$ cat config.mk
export PLATFORM = sky130hd
export DESIGN_NAME = spike_filtered_mean_heading_flat
export DESIGN_NICKNAME = d
export VERILOG_FILES = /design/src/design/sfmh_pkg.sv /design/src/design/sfmh_if.sv /design/src/design/sfmh_filter.sv /design/src/design/sfmh_heading.sv /design/src/design/spike_filtered_mean_heading.sv /design/src/flat_wrapper.sv
export SDC_FILE = /design/constraint.sdc
export NUM_CORES = 1
export LEC_CHECK = 0
export BUFFER_PORTS_ARGS = -buffer_cell sky130_fd_sc_hd__buf_2
export CAP_MARGIN = 15
export CORE_UTILIZATION = 45
export DETAILED_ROUTE_END_ITERATION = 8
export HOLD_SLACK_MARGIN = 0.1
export SYNTH_ARGS = -nofsm -noshare
export SYNTH_HDL_FRONTEND = slang
export SYNTH_SLANG_ARGS = --single-unit
$ cat constraint.sdc
create_clock -name clk -period 9.3 [get_ports clk]
set_input_delay 0.93 -clock clk [delete_from_list [all_inputs] [get_ports clk]]
set_output_delay 0.93 -clock clk [all_outputs]
set_load 0.05 [all_outputs]
$ cat src/design/sfmh_pkg.sv
package sfmh_pkg;

  localparam int SAMPLE_W     = 16;
  localparam int THR_W        = 16;
  localparam int HEAD_W       = 15;
  localparam int WIN_LOG2     = 3;
  localparam int WINDOW_LEN   = 1 << WIN_LOG2;
  localparam int CNT_W        = WIN_LOG2;
  localparam int SUM_W        = SAMPLE_W + WIN_LOG2;
  localparam int THRESH_RESET = 200;

  localparam int ITERS        = 16;
  localparam int IT_W         = $clog2(ITERS);
  localparam int XY_W         = 32;
  localparam int Z_W          = 26;
  localparam int PRE_SHIFT    = 14;
  localparam int HALF_TURN_Z  = 180 * 65536;
  localparam int ROUND_BIAS   = 512;
  localparam int HEAD_SHIFT   = 10;
  localparam int HQ_W         = Z_W - HEAD_SHIFT;
  localparam int HEADING_MAX  = 11520;

  typedef enum logic [2:0] {
    ST_IDLE,
    ST_MEAN,
    ST_SETUP,
    ST_ROT,
    ST_EMIT
  } sfmh_state_t;

  // Window hand-off from the filter to the heading unit.
  typedef struct packed {
    logic                    start;
    logic signed [SUM_W-1:0] sum_x;
    logic signed [SUM_W-1:0] sum_y;
  } sfmh_win_t;

  // atan(2^-i) in degrees, scaled by 65536 and rounded.
  function automatic logic signed [Z_W-1:0] atan_lut(input logic [IT_W-1:0] i);
    logic signed [Z_W-1:0] v;
    case (i)
      4'd0:    v = Z_W'(2949120);
      4'd1:    v = Z_W'(1740967);
      4'd2:    v = Z_W'(919879);
      4'd3:    v = Z_W'(466945);
      4'd4:    v = Z_W'(234379);
      4'd5:    v = Z_W'(117304);
      4'd6:    v = Z_W'(58666);
      4'd7:    v = Z_W'(29335);
      4'd8:    v = Z_W'(14668);
      4'd9:    v = Z_W'(7334);
      4'd10:   v = Z_W'(3667);
      4'd11:   v = Z_W'(1833);
      4'd12:   v = Z_W'(917);
      4'd13:   v = Z_W'(458);
      4'd14:   v = Z_W'(229);
      4'd15:   v = Z_W'(115);
      default: v = '0;
    endcase
    return v;
  endfunction

endpackage

$ cat src/design/sfmh_if.sv
interface sfmh_in_if import sfmh_pkg::*; ();
  logic                       valid;
  logic                       ready;
  logic signed [SAMPLE_W-1:0] sample_x;
  logic signed [SAMPLE_W-1:0] sample_y;

  modport source (output valid, sample_x, sample_y, input ready);
  modport sink   (input valid, sample_x, sample_y, output ready);
endinterface

interface sfmh_out_if import sfmh_pkg::*; ();
  logic                       valid;
  logic                       ready;
  logic signed [SAMPLE_W-1:0] mean_x;
  logic signed [SAMPLE_W-1:0] mean_y;
  logic signed [HEAD_W-1:0]   heading;

  modport source (output valid, mean_x, mean_y, heading, input ready);
  modport sink   (input valid, mean_x, mean_y, heading, output ready);
endinterface

$ cat src/design/sfmh_filter.sv
module sfmh_filter import sfmh_pkg::*; (
  input  logic                       clk,
  input  logic                       rst_n,
  input  logic                       cfg_we,
  input  logic [THR_W-1:0]           cfg_wdata,
  input  logic                       in_fire,
  input  logic signed [SAMPLE_W-1:0] sample_x,
  input  logic signed [SAMPLE_W-1:0] sample_y,
  output sfmh_win_t                  win
);

  logic [THR_W-1:0]           thresh_r, thresh_nxt;
  logic signed [SAMPLE_W-1:0] kept_x_r, kept_x_nxt;
  logic signed [SAMPLE_W-1:0] kept_y_r, kept_y_nxt;
  logic signed [SUM_W-1:0]    sum_x_r, sum_x_nxt;
  logic signed [SUM_W-1:0]    sum_y_r, sum_y_nxt;
  logic [CNT_W-1:0]           count_r, count_nxt;
  logic                       first;
  logic                       last;

  // A sample that jumps further than the threshold from the last kept value
  // is replaced by that kept value. The first sample of a window always passes.
  function automatic logic signed [SAMPLE_W-1:0] pick(
    input logic signed [SAMPLE_W-1:0] s,
    input logic signed [SAMPLE_W-1:0] k,
    input logic [THR_W-1:0]           thr,
    input logic                       is_first
  );
    logic signed [SAMPLE_W:0] d;
    logic [SAMPLE_W:0]        mag;
    d   = {s[SAMPLE_W-1], s} - {k[SAMPLE_W-1], k};
    mag = d[SAMPLE_W] ? -d : d;
    if (!is_first && (mag > {1'b0, thr})) begin
      return k;
    end
    return s;
  endfunction

  assign first = (count_r == '0);
  assign last  = (count_r == CNT_W'(WINDOW_LEN - 1));

  always_comb begin
    thresh_nxt = cfg_we ? cfg_wdata : thresh_r;
    kept_x_nxt = kept_x_r;
    kept_y_nxt = kept_y_r;
    sum_x_nxt  = sum_x_r;
    sum_y_nxt  = sum_y_r;
    count_nxt  = count_r;
    if (in_fire) begin
      kept_x_nxt = pick(sample_x, kept_x_r, thresh_r, first);
      kept_y_nxt = pick(sample_y, kept_y_r, thresh_r, first);
      sum_x_nxt  = first ? SUM_W'(kept_x_nxt) : sum_x_r + SUM_W'(kept_x_nxt);
      sum_y_nxt  = first ? SUM_W'(kept_y_nxt) : sum_y_r + SUM_W'(kept_y_nxt);
      count_nxt  = last ? '0 : count_r + CNT_W'(1);
    end
  end

  always_ff @(posedge clk) begin
    if (!rst_n) begin
      thresh_r <= THR_W'(THRESH_RESET);
      kept_x_r <= '0;
      kept_y_r <= '0;
      sum_x_r  <= '0;
      sum_y_r  <= '0;
      count_r  <= '0;
    end else begin
      thresh_r <= thresh_nxt;
      kept_x_r <= kept_x_nxt;
      kept_y_r <= kept_y_nxt;
      sum_x_r  <= sum_x_nxt;
      sum_y_r  <= sum_y_nxt;
      count_r  <= count_nxt;
    end
  end

  // The sums are registered at the same edge as the last transfer, so the
  // heading unit reads them in the following cycle.
  assign win.start = in_fire && last;
  assign win.sum_x = sum_x_r;
  assign win.sum_y = sum_y_r;

endmodule

$ cat src/design/sfmh_heading.sv
module sfmh_heading import sfmh_pkg::*; (
  input  logic              clk,
  input  logic              rst_n,
  input  sfmh_win_t         win,
  output logic              busy,
  sfmh_out_if.source        out_ch
);

  sfmh_state_t                state_r, state_nxt;
  logic [IT_W-1:0]            it_r, it_nxt;
  logic signed [SAMPLE_W-1:0] mx_r, mx_nxt;
  logic signed [SAMPLE_W-1:0] my_r, my_nxt;
  logic signed [XY_W-1:0]     x_r, x_nxt;
  logic signed [XY_W-1:0]     y_r, y_nxt;
  logic signed [Z_W-1:0]      z_r, z_nxt;
  logic                       zero_r, zero_nxt;
  logic                       out_valid_r, out_valid_nxt;
  logic signed [SAMPLE_W-1:0] out_mx_r, out_mx_nxt;
  logic signed [SAMPLE_W-1:0] out_my_r, out_my_nxt;
  logic signed [HEAD_W-1:0]   out_h_r, out_h_nxt;

  // Divide by the window length, truncating toward zero.
  function automatic logic signed [SAMPLE_W-1:0] mean_of(
    input logic signed [SUM_W-1:0] s
  );
    logic [SUM_W-1:0] b;
    b = s + (s[SUM_W-1] ? SUM_W'(WINDOW_LEN - 1) : SUM_W'(0));
    return b[SUM_W-1:WIN_LOG2];
  endfunction

  always_comb begin
    logic signed [XY_W-1:0] ex;
    logic signed [XY_W-1:0] ey;
    logic signed [XY_W-1:0] xs;
    logic signed [XY_W-1:0] ys;
    logic signed [Z_W-1:0]  zr;
    logic signed [HQ_W-1:0] hq;
    logic signed [HQ_W-1:0] hs;

    state_nxt     = state_r;
    it_nxt        = it_r;
    mx_nxt        = mx_r;
    my_nxt        = my_r;
    x_nxt         = x_r;
    y_nxt         = y_r;
    z_nxt         = z_r;
    zero_nxt      = zero_r;
    out_valid_nxt = out_valid_r;
    out_mx_nxt    = out_mx_r;
    out_my_nxt    = out_my_r;
    out_h_nxt     = out_h_r;

    ex = XY_W'(my_r);
    ey = XY_W'(mx_r);
    xs = x_r >>> it_r;
    ys = y_r >>> it_r;
    zr = z_r + Z_W'(ROUND_BIAS);
    hq = zr[Z_W-1:HEAD_SHIFT];
    if (hq > HQ_W'(HEADING_MAX)) begin
      hs = HQ_W'(HEADING_MAX);
    end else if (hq < -HQ_W'(HEADING_MAX)) begin
      hs = -HQ_W'(HEADING_MAX);
    end else begin
      hs = hq;
    end

    if (out_valid_r && out_ch.ready) begin
      out_valid_nxt = 1'b0;
    end

    case (state_r)
      ST_IDLE: begin
        if (win.start) begin
          state_nxt = ST_MEAN;
        end
      end
      ST_MEAN: begin
        mx_nxt    = mean_of(win.sum_x);
        my_nxt    = mean_of(win.sum_y);
        state_nxt = ST_SETUP;
      end
      ST_SETUP: begin
        // The CORDIC x axis is mean_y and its y axis is mean_x. A point in
        // the left half plane is mirrored and starts from a half turn.
        zero_nxt = (mx_r == '0) && (my_r == '0);
        if (my_r[SAMPLE_W-1]) begin
          z_nxt = mx_r[SAMPLE_W-1] ? -Z_W'(HALF_TURN_Z) : Z_W'(HALF_TURN_Z);
          x_nxt = (-ex) <<< PRE_SHIFT;
          y_nxt = (-ey) <<< PRE_SHIFT;
        end else begin
          z_nxt = '0;
          x_nxt = ex <<< PRE_SHIFT;
          y_nxt = ey <<< PRE_SHIFT;
        end
        it_nxt    = '0;
        state_nxt = ST_ROT;
      end
      ST_ROT: begin
        if (!y_r[XY_W-1]) begin
          x_nxt = x_r + ys;
          y_nxt = y_r - xs;
          z_nxt = z_r + atan_lut(it_r);
        end else begin
          x_nxt = x_r - ys;
          y_nxt = y_r + xs;
          z_nxt = z_r - atan_lut(it_r);
        end
        it_nxt = it_r + IT_W'(1);
        if (it_r == IT_W'(ITERS - 1)) begin
          state_nxt = ST_EMIT;
        end
      end
      ST_EMIT: begin
        if (!out_valid_r || out_ch.ready) begin
          out_valid_nxt = 1'b1;
          out_mx_nxt    = mx_r;
          out_my_nxt    = my_r;
          out_h_nxt     = zero_r ? '0 : hs[HEAD_W-1:0];
          state_nxt     = ST_IDLE;
        end
      end
      default: begin
        state_nxt = ST_IDLE;
      end
    endcase
  end

  always_ff @(posedge clk) begin
    if (!rst_n) begin
      state_r     <= ST_IDLE;
      out_valid_r <= 1'b0;
    end else begin
      state_r     <= state_nxt;
      out_valid_r <= out_valid_nxt;
    end
  end

  always_ff @(posedge clk) begin
    it_r     <= it_nxt;
    mx_r     <= mx_nxt;
    my_r     <= my_nxt;
    x_r      <= x_nxt;
    y_r      <= y_nxt;
    z_r      <= z_nxt;
    zero_r   <= zero_nxt;
    out_mx_r <= out_mx_nxt;
    out_my_r <= out_my_nxt;
    out_h_r  <= out_h_nxt;
  end

  assign busy           = (state_r != ST_IDLE);
  assign out_ch.valid   = out_valid_r;
  assign out_ch.mean_x  = out_mx_r;
  assign out_ch.mean_y  = out_my_r;
  assign out_ch.heading = out_h_r;

endmodule

$ cat src/design/spike_filtered_mean_heading.sv
// Spike-filtered windowed mean and compass heading. Each transfer on in_ch
// carries one signed X/Y sample pair; eight pairs make a window. Within a
// window, a sample that jumps from the last kept value of its axis by more
// than the threshold written on cfg_wdata (reset value 200) is replaced by
// that kept value; the first sample of a window is always kept. At the end
// of each window one result appears on out_ch: both means (truncated toward
// zero) and heading = atan2(mean_x, mean_y) in 1/64 degree, -11520..11520,
// 0 when both means are zero. Samples that do not close a window never hold
// in_ch.ready low. The closing sample holds in_ch.ready low through the
// division, setup, sixteen passes through the single shift-and-add CORDIC
// unit and the load of the output register, plus any wait on out_ch.ready
// for the previous result. A waiting result does not block new samples.
module spike_filtered_mean_heading import sfmh_pkg::*; (
  input  logic             clk,
  input  logic             rst_n,
  input  logic             cfg_we,
  input  logic [THR_W-1:0] cfg_wdata,
  sfmh_in_if.sink          in_ch,
  sfmh_out_if.source       out_ch
);

  sfmh_win_t win;
  logic      busy;
  logic      in_fire;

  assign in_ch.ready = !busy;
  assign in_fire     = in_ch.valid && in_ch.ready;

  sfmh_filter u_filter (
    .clk       (clk),
    .rst_n     (rst_n),
    .cfg_we    (cfg_we),
    .cfg_wdata (cfg_wdata),
    .in_fire   (in_fire),
    .sample_x  (in_ch.sample_x),
    .sample_y  (in_ch.sample_y),
    .win       (win)
  );

  sfmh_heading u_heading (
    .clk    (clk),
    .rst_n  (rst_n),
    .win    (win),
    .busy   (busy),
    .out_ch (out_ch)
  );

endmodule

$ cat src/flat_wrapper.sv
// flat-port wrapper written by rule: the top's interface ports become plain ports
module spike_filtered_mean_heading_flat import sfmh_pkg::*;
  (clk, rst_n, cfg_we, cfg_wdata, in_ch_valid, in_ch_sample_x, in_ch_sample_y, in_ch_ready, out_ch_valid, out_ch_mean_x, out_ch_mean_y, out_ch_heading, out_ch_ready);
  sfmh_in_if in_ch_i ();
  sfmh_out_if out_ch_i ();
  input  logic clk;
  input  logic rst_n;
  input  logic cfg_we;
  input  logic [THR_W-1:0] cfg_wdata;
  input wire logic [$bits(in_ch_i.valid)-1:0] in_ch_valid;
  input wire logic [$bits(in_ch_i.sample_x)-1:0] in_ch_sample_x;
  input wire logic [$bits(in_ch_i.sample_y)-1:0] in_ch_sample_y;
  output wire logic [$bits(in_ch_i.ready)-1:0] in_ch_ready;
  output wire logic [$bits(out_ch_i.valid)-1:0] out_ch_valid;
  output wire logic [$bits(out_ch_i.mean_x)-1:0] out_ch_mean_x;
  output wire logic [$bits(out_ch_i.mean_y)-1:0] out_ch_mean_y;
  output wire logic [$bits(out_ch_i.heading)-1:0] out_ch_heading;
  input wire logic [$bits(out_ch_i.ready)-1:0] out_ch_ready;
  assign in_ch_i.valid = in_ch_valid;
  assign in_ch_i.sample_x = in_ch_sample_x;
  assign in_ch_i.sample_y = in_ch_sample_y;
  assign in_ch_ready = in_ch_i.ready;
  assign out_ch_valid = out_ch_i.valid;
  assign out_ch_mean_x = out_ch_i.mean_x;
  assign out_ch_mean_y = out_ch_i.mean_y;
  assign out_ch_heading = out_ch_i.heading;
  assign out_ch_i.ready = out_ch_ready;
  spike_filtered_mean_heading u_core (.clk(clk), .rst_n(rst_n), .cfg_we(cfg_we), .cfg_wdata(cfg_wdata), .in_ch(in_ch_i), .out_ch(out_ch_i));
endmodule
* Word level (Yosys, flattened, before mapping) *
Memories as Yosys holds them, arrays and structs flattened. A register that Yosys moved wholly into a read port is not among the register bits.
Cells that the tools add are included.

cells by class
  reduce and logical (&&, ||, !) cells = 20
  bitwise operators = 0
  shift operators = 2
  div/mod/pow operators = 0
  add/subtract/negate cells = 19
  equality and inequality tests = 9
  muxes and demuxes = 43
  order comparisons = 4
  multiply operators = 0

operator list
  operator                                               number
  2-to-1 mux 26 bit                                      7
  2-to-1 mux 32 bit                                      4
  one-hot mux 32 bit (2 select lines)                    2
  2-to-1 mux 16 bit                                      6
  adder 32 bit                                           2
  >>> shifter 32 x 4 -> 32 bit                           2
  subtractor 32 bit                                      2
  one-hot mux 26 bit (2 select lines)                    1
  adder 19 x 16 -> 19 bit                                2
  adder 19 x 4 -> 19 bit                                 2
  2-to-1 mux 19 bit                                      2
  negation 16 -> 18 bit                                  2
  > comparator 17 x 16 -> 1 bit                          2
  2-to-1 mux 17 bit                                      2
  negation 17 bit                                        2
  subtractor 16 x 16 -> 17 bit                           2
  zero test 16 bit                                       2
  adder 26 x 11 -> 26 bit (second input constant)        1
  adder 26 bit                                           1
  subtractor 26 bit                                      1
  2-to-1 mux 3 bit                                       6
  > comparator 16 x 15 -> 1 bit (second input constant)  1
  < comparator 16 x 15 -> 1 bit (second input constant)  1
  2-to-1 mux 15 bit                                      1
  23 further kinds                                       41

storage, ports and cells
  logic and storage cells = 119
  memories = 2
  input bits = 53
  flip-flop bits (word level) = 267
  latch bits = 0
  memory bits (read-only) = 704
  bits in writable memories = 0

memory list
  name             words  bits a word  rd ports  clocked after memory_dff  wr ports  line            text
  (no name shown)  16     22           1         1                         0         sfmh_pkg.sv:41  case (i)
  (no name shown)  16     22           1         1                         0         sfmh_pkg.sv:41

* Longest topological paths before layout *
  word-level depth = 11
  depth in mapped cells = 36
  depth with buffers taken out = 35

* Hierarchy *
Synthesis repeated with hierarchy kept, for this count alone.

second synthesis, totals
  cell total of the unflattened synthesis = 3063
  area, all modules = 27109.8 µm²

by module, submodules not included
  module                       area each (µm²)  sequential area each (µm²)  times used  cells each
  sfmh_heading                 18447.7          5745.5                      1           1987
  sfmh_filter                  8652.0           1781.7                      1           1074
  spike_filtered_mean_heading  10.0             0.0                         1           2

* Worst setup path after synthesis *
Ideal clock, no wire load.

  path kind = input port to flip-flop
  from = input port in_ch_sample_x[2]
  to = register u_core.u_filter.sum_x_r[18]
  path buffers = 1
  slack = 1.178 ns
  required time = 9.242 ns
  arrival time = 8.064 ns
  setup time = 0.058 ns
  stages = 33
  cell sequence = ha_1 -> or2_2 -> o221a_2 -> o311ai_0 -> o211ai_1 -> nor3_1 -> nor2b_1 -> nand3_1 -> o21ai_0 -> xnor2_1 -> ha_1 -> nor2b_1 -> o21ai_0 -> nand2b_1 -> a2111oi_0 -> nor4bb_1 -> nor3_1 -> a31o_2 -> nand2_1 -> clkbuf_1 -> mux2_2 -> ha_1 -> fa_1 -> a211oi_1 -> o21bai_1 -> o22ai_1 -> o22ai_1 -> nand3b_1 -> a41oi_1 -> o21ai_0 -> mux2i_1 -> a41oi_1 -> o21a_1

on the way
  cells in the longest elaborated chain, start to end = 11

RTL lines
  element                        line                text
  from (decl)                    flat_wrapper.sv:11  input wire logic [$bits(in_ch_i.sample_x)-1:0] in_ch_sample_x;
  subtractor 16 x 16 -> 17 bit   sfmh_filter.sv:31   d = {s[SAMPLE_W-1], s} - {k[SAMPLE_W-1], k};
  negation 17 bit                sfmh_filter.sv:32   mag = d[SAMPLE_W] ? -d : d;
  2-to-1 mux 17 bit              sfmh_filter.sv:32
  > comparator 17 x 16 -> 1 bit  sfmh_filter.sv:33   if (!is_first && (mag > {1'b0, thr})) begin
  logical AND 1 bit              sfmh_filter.sv:33
  2-to-1 mux 1 bit               sfmh_filter.sv:33
  2-to-1 mux 1 bit               sfmh_filter.sv:49   if (in_fire) begin
  2-to-1 mux 16 bit (*)          sfmh_filter.sv:36   return s;
  2-to-1 mux 16 bit (*)          sfmh_filter.sv:49
  adder 19 x 16 -> 19 bit        sfmh_filter.sv:52   sum_x_nxt = first ? SUM_W'(kept_x_nxt) : sum_x_r + SUM_W'(kept_x_nxt);
  2-to-1 mux 19 bit (*)          sfmh_filter.sv:52
  to (signal assigned)           sfmh_filter.sv:70   sum_x_r <= sum_x_nxt;
  to (decl)                      sfmh_filter.sv:15   logic signed [SUM_W-1:0] sum_x_r, sum_x_nxt;

Every way passes the cells marked *; elsewhere a longest branch is shown, timed or not. The select of a mux whose other input is x is not followed.
A chain may end at the register's enable or synchronous reset.

* Worst setup path after layout *
  from = input port in_ch_sample_x[0]
  to = register u_core.u_filter.sum_x_r[18]

Same word-level chain as after synthesis.

==> metrics.cfg <==
[drt]
route.detailed.drc=0
drtPass1Iterations=5
drt-total-wl_mm=68.9
met1Wirelength_mm=30.4
wl_met2_mm=33.7
vias_per_cell=5.85
top_layer=met5
via_count=22339
routedWlPerCell_um=18.0
wl_met3_mm=3.15
ant_nets=0
drt_iter0_markers=1414

[setup_path]
startpoint_type=input port
r2r-end=u_core.u_filter.sum_x_r[18]$_SDFFE_PN0P_
r2r_cells=33
crit_type=in -> reg
worst-path-buf-inv=2
r2r_setup_slack_ns=1.17
worst_setup_path_end_kind=flip-flop
critPathTopFamily=compound AO/OA/AOI/OAI gates
cp_max_fo=5
r2r_start=u_core.u_filter.kept_x_r[2]$_SDFFE_PN0P_
slowest_delay_ns=0.48
critPathArrivalTime_ns=8.76
crit_path_top_delay_cell=o31ai_1
worstPathRequired_ns=9.80
startpoint=in_ch_sample_x[0]

[synth]
ys.warnings.count=0
yosysSeqAreaShare_pct=28.7
syn_inst=2978
synthArstFlopShare_pct=0
ys.flop_type=edfxtp_1
synth_area_per_cell_um2=8.81
synth_edf_count=174
syn_nets=3247
ys_ff_latch=289
synth.distinct_cells=82
syn_area_mm2=0.0262

[hold_path]
hp-class=reg -> reg
holdPathEnd=u_core.u_filter.kept_x_r[13]$_SDFFE_PN0P_
min_from=u_core.u_filter.kept_x_r[13]$_SDFFE_PN0P_
hold_depth=2

[power]
leakagePower_nw=11.2
p_per_area_mw_per_mm2=140
vdd_ir_drop_max_mv=0.159

[sta]
finalSetupViolations=0
tightestPinTransition_ns=1.08
skew_ns=0.0287
tns_ns=0
slew-limit-headroom_pct=28.1
fin_crit_ns=8.26
hold_violations=0
achievable-frequency_ghz=0.121
grt_setup_unrepaired=no
period_share_pct=88.8
slew_viol_final=0

[floorplan]
die_y_um=244
die_x_um=244
core-area_mm2=0.0577
initial_utilization_pct=45.5
row_count=88
pin_count=102
die-area_mm2=0.0593

[placed_design]
io_buffers=101
dp.final_hpwl_mm=52.3
post_dp_cell_area_mm2=0.0275
routabilityCongestion=0.939
dp_cells=3751

[global_route]
grt_pass1_wl_mm=113
grt.total_usage_pct=23.1
overflow=0
antenna_found_initial=3
grt_max_degree=69
grt_pass1_vias=21595

[run_status]
outcome=finished, final reports clean

[clock_network]
cts.sinks=289
ctsResizeCount=0
tritoncts=built
cts_setup_buffers=0
cts_made_buffers=37
htreeDepth=2
cts_root_buf=clkbuf_16
cts.path.max_buffers=3
clk_pin_slew_ns=0.06
postCtsHoldBufs=0
insertion_delay_ns=0.57

[final_layout]
layout-drive-gt1-share_pct=11.4
fillers=5564
nNetsFinal=3295
diodes=0
syn2layout_area_growth_pct=9.09
finalInstanceArea_mm2=0.0286
fin_util_pct=49.6
finalNonFillerCells=3818

[flow_run]
maxCapViolations=0

## state kept, by name, indices dropped and copies added, names as in the netlist, 4 cells and up, named ones only
name / cells
u_core.u_filter.kept_x_r: 16
u_core.u_filter.kept_y_r: 16
u_core.u_filter.sum_x_r: 19
u_core.u_filter.sum_y_r: 19
u_core.u_filter.thresh_r: 16
u_core.u_heading.it_r: 4
u_core.u_heading.mx_r: 16
u_core.u_heading.my_r: 16
u_core.u_heading.out_ch.heading: 15
u_core.u_heading.out_ch.mean_x: 16
u_core.u_heading.out_ch.mean_y: 16
u_core.u_heading.x_r: 32
u_core.u_heading.y_r: 32
u_core.u_heading.z_r: 26
## through the flow
stage          hold WS (ns)  power, mW  setup slack (ns)
2_1_floorplan         0.424       2.37              1.18
6_report              0.473       4.02              1.04
4_1_cts               0.475       4.05              1.15
5_1_grt               0.502       4.26             0.163
3_3_place_gp          0.456       2.61             0.710
3_5_place_dp          0.465       2.64             0.556
## cells by family after synthesis
group | after synthesis | synth area share [%]
flip-flops | 289 | 28.7
XOR/XNOR | 289 | 9.64
AO/OA/AOI/OAI | 747 | 17.7
adder cells (fa/ha/maj) | 217 | 10.5
AND/OR/NAND/NOR | 970 | 17.4
buffers and inverters | 268 | 3.99
multiplexers | 198 | 12.1
## final cells by class
cell class	count	area, um^2	share of cell area (%)
Clock buffer	42	966	3.37
Clock inverter	24	183	0.638
Inverter	144	543	1.90
Multi-Input combinational cell	2421	17700	61.8
Sequential cell	289	7530	26.3
Tap cell	765	957	3.34
Timing Repair Buffer	133	753	2.63
## cells in the mapped netlist, drive strengths merged, types with 11 or more instances
cell type  instances  area share, %
nand4             25           0.60
inv              143            2.0
ha               209             10
nor3              72            1.5
nor2b             30           0.72
xnor2            191            6.4
o21bai            13           0.37
or3               20           0.48
o31ai             20           0.57
clkbuf            85            1.2
mux2              33            1.4
a31oi             40           0.95
a211oi            39            1.1
edfxtp           174             20
o211ai            21           0.60
mux4              89            7.7
dfxtp            115            8.8
nand2            282            4.1
buf               39           0.72
nor4              22           0.66
o21a              44            1.3
a21o              47            1.3
a21oi            216            4.1
a311oi            18           0.60
o41ai             11           0.37
o21ai            200            3.8
xor2              98            3.3
nand2b            40           0.95
nand3             66            1.3
nor2             313            4.5
and3              24           0.57
and2              21           0.50
mux2i             76            2.9
## layout by cell type, fill, tap and decap left out, types with 33 or more instances in the layout
cell type,instances
a211oi_1,39
a21o_1,47
a21oi_1,215
a31oi_1,40
buf_2,101
clkbuf_16,38
dfxtp_1,115
edfxtp_1,174
ha_1,209
inv_1,141
mux2_2,33
mux2i_1,76
mux4_2,82
nand2_1,279
nand2b_1,39
nand3_1,65
nor2_1,312
nor3_1,69
o21a_1,44
o21ai_0,199
xnor2_1,191
xor2_1,98
## metal layers
layer,up-vias,global-route usage [%]
met1,10685,29.6
li1,11055,-
met4,4,6.54
met2,487,40.5
met3,108,3.11
met5,-,0
## where the power goes
part | leakage [nW] | switching, mW | internal (mW)
Sequential | 2.53 | 0.0507 | 1.39
Clock | 0.562 | 0.591 | 0.802
Combinational | 8.12 | 0.668 | 0.512
Total | 11.2 | 1.31 | 2.71
## worst max-delay path by stage
stage	cells after the start	slack, ns	end
final	35	1.04	u_core.u_filter.sum_x_r[18]$_SDFFE_PN0P_
after global routing	36	0.16	u_core.u_filter.sum_x_r[18]$_SDFFE_PN0P_
after CTS	35	1.15	u_core.u_filter.sum_x_r[18]$_SDFFE_PN0P_
after global placement	33	0.71	u_core.u_filter.sum_x_r[18]$_SDFFE_PN0P_
after detailed placement	33	0.56	u_core.u_filter.sum_x_r[18]$_SDFFE_PN0P_
after floorplan	33	1.18	u_core.u_filter.sum_x_r[18]$_SDFFE_PN0P_
## worst reg2reg max path, delay by kind of cell (launching register included)
family                     cells  cell delay [ns]
buffers and inverters          1             0.05
muxes                          2             0.53
adders and majority gates      4             1.17
DFF                            1             0.35
and+or+nand+nor               10             2.08
xor gates and xnor gates       1             0.15
AOI/OAI and AO/OA             15             3.76
Note: power is estimated with default switching activity, not from simulation.
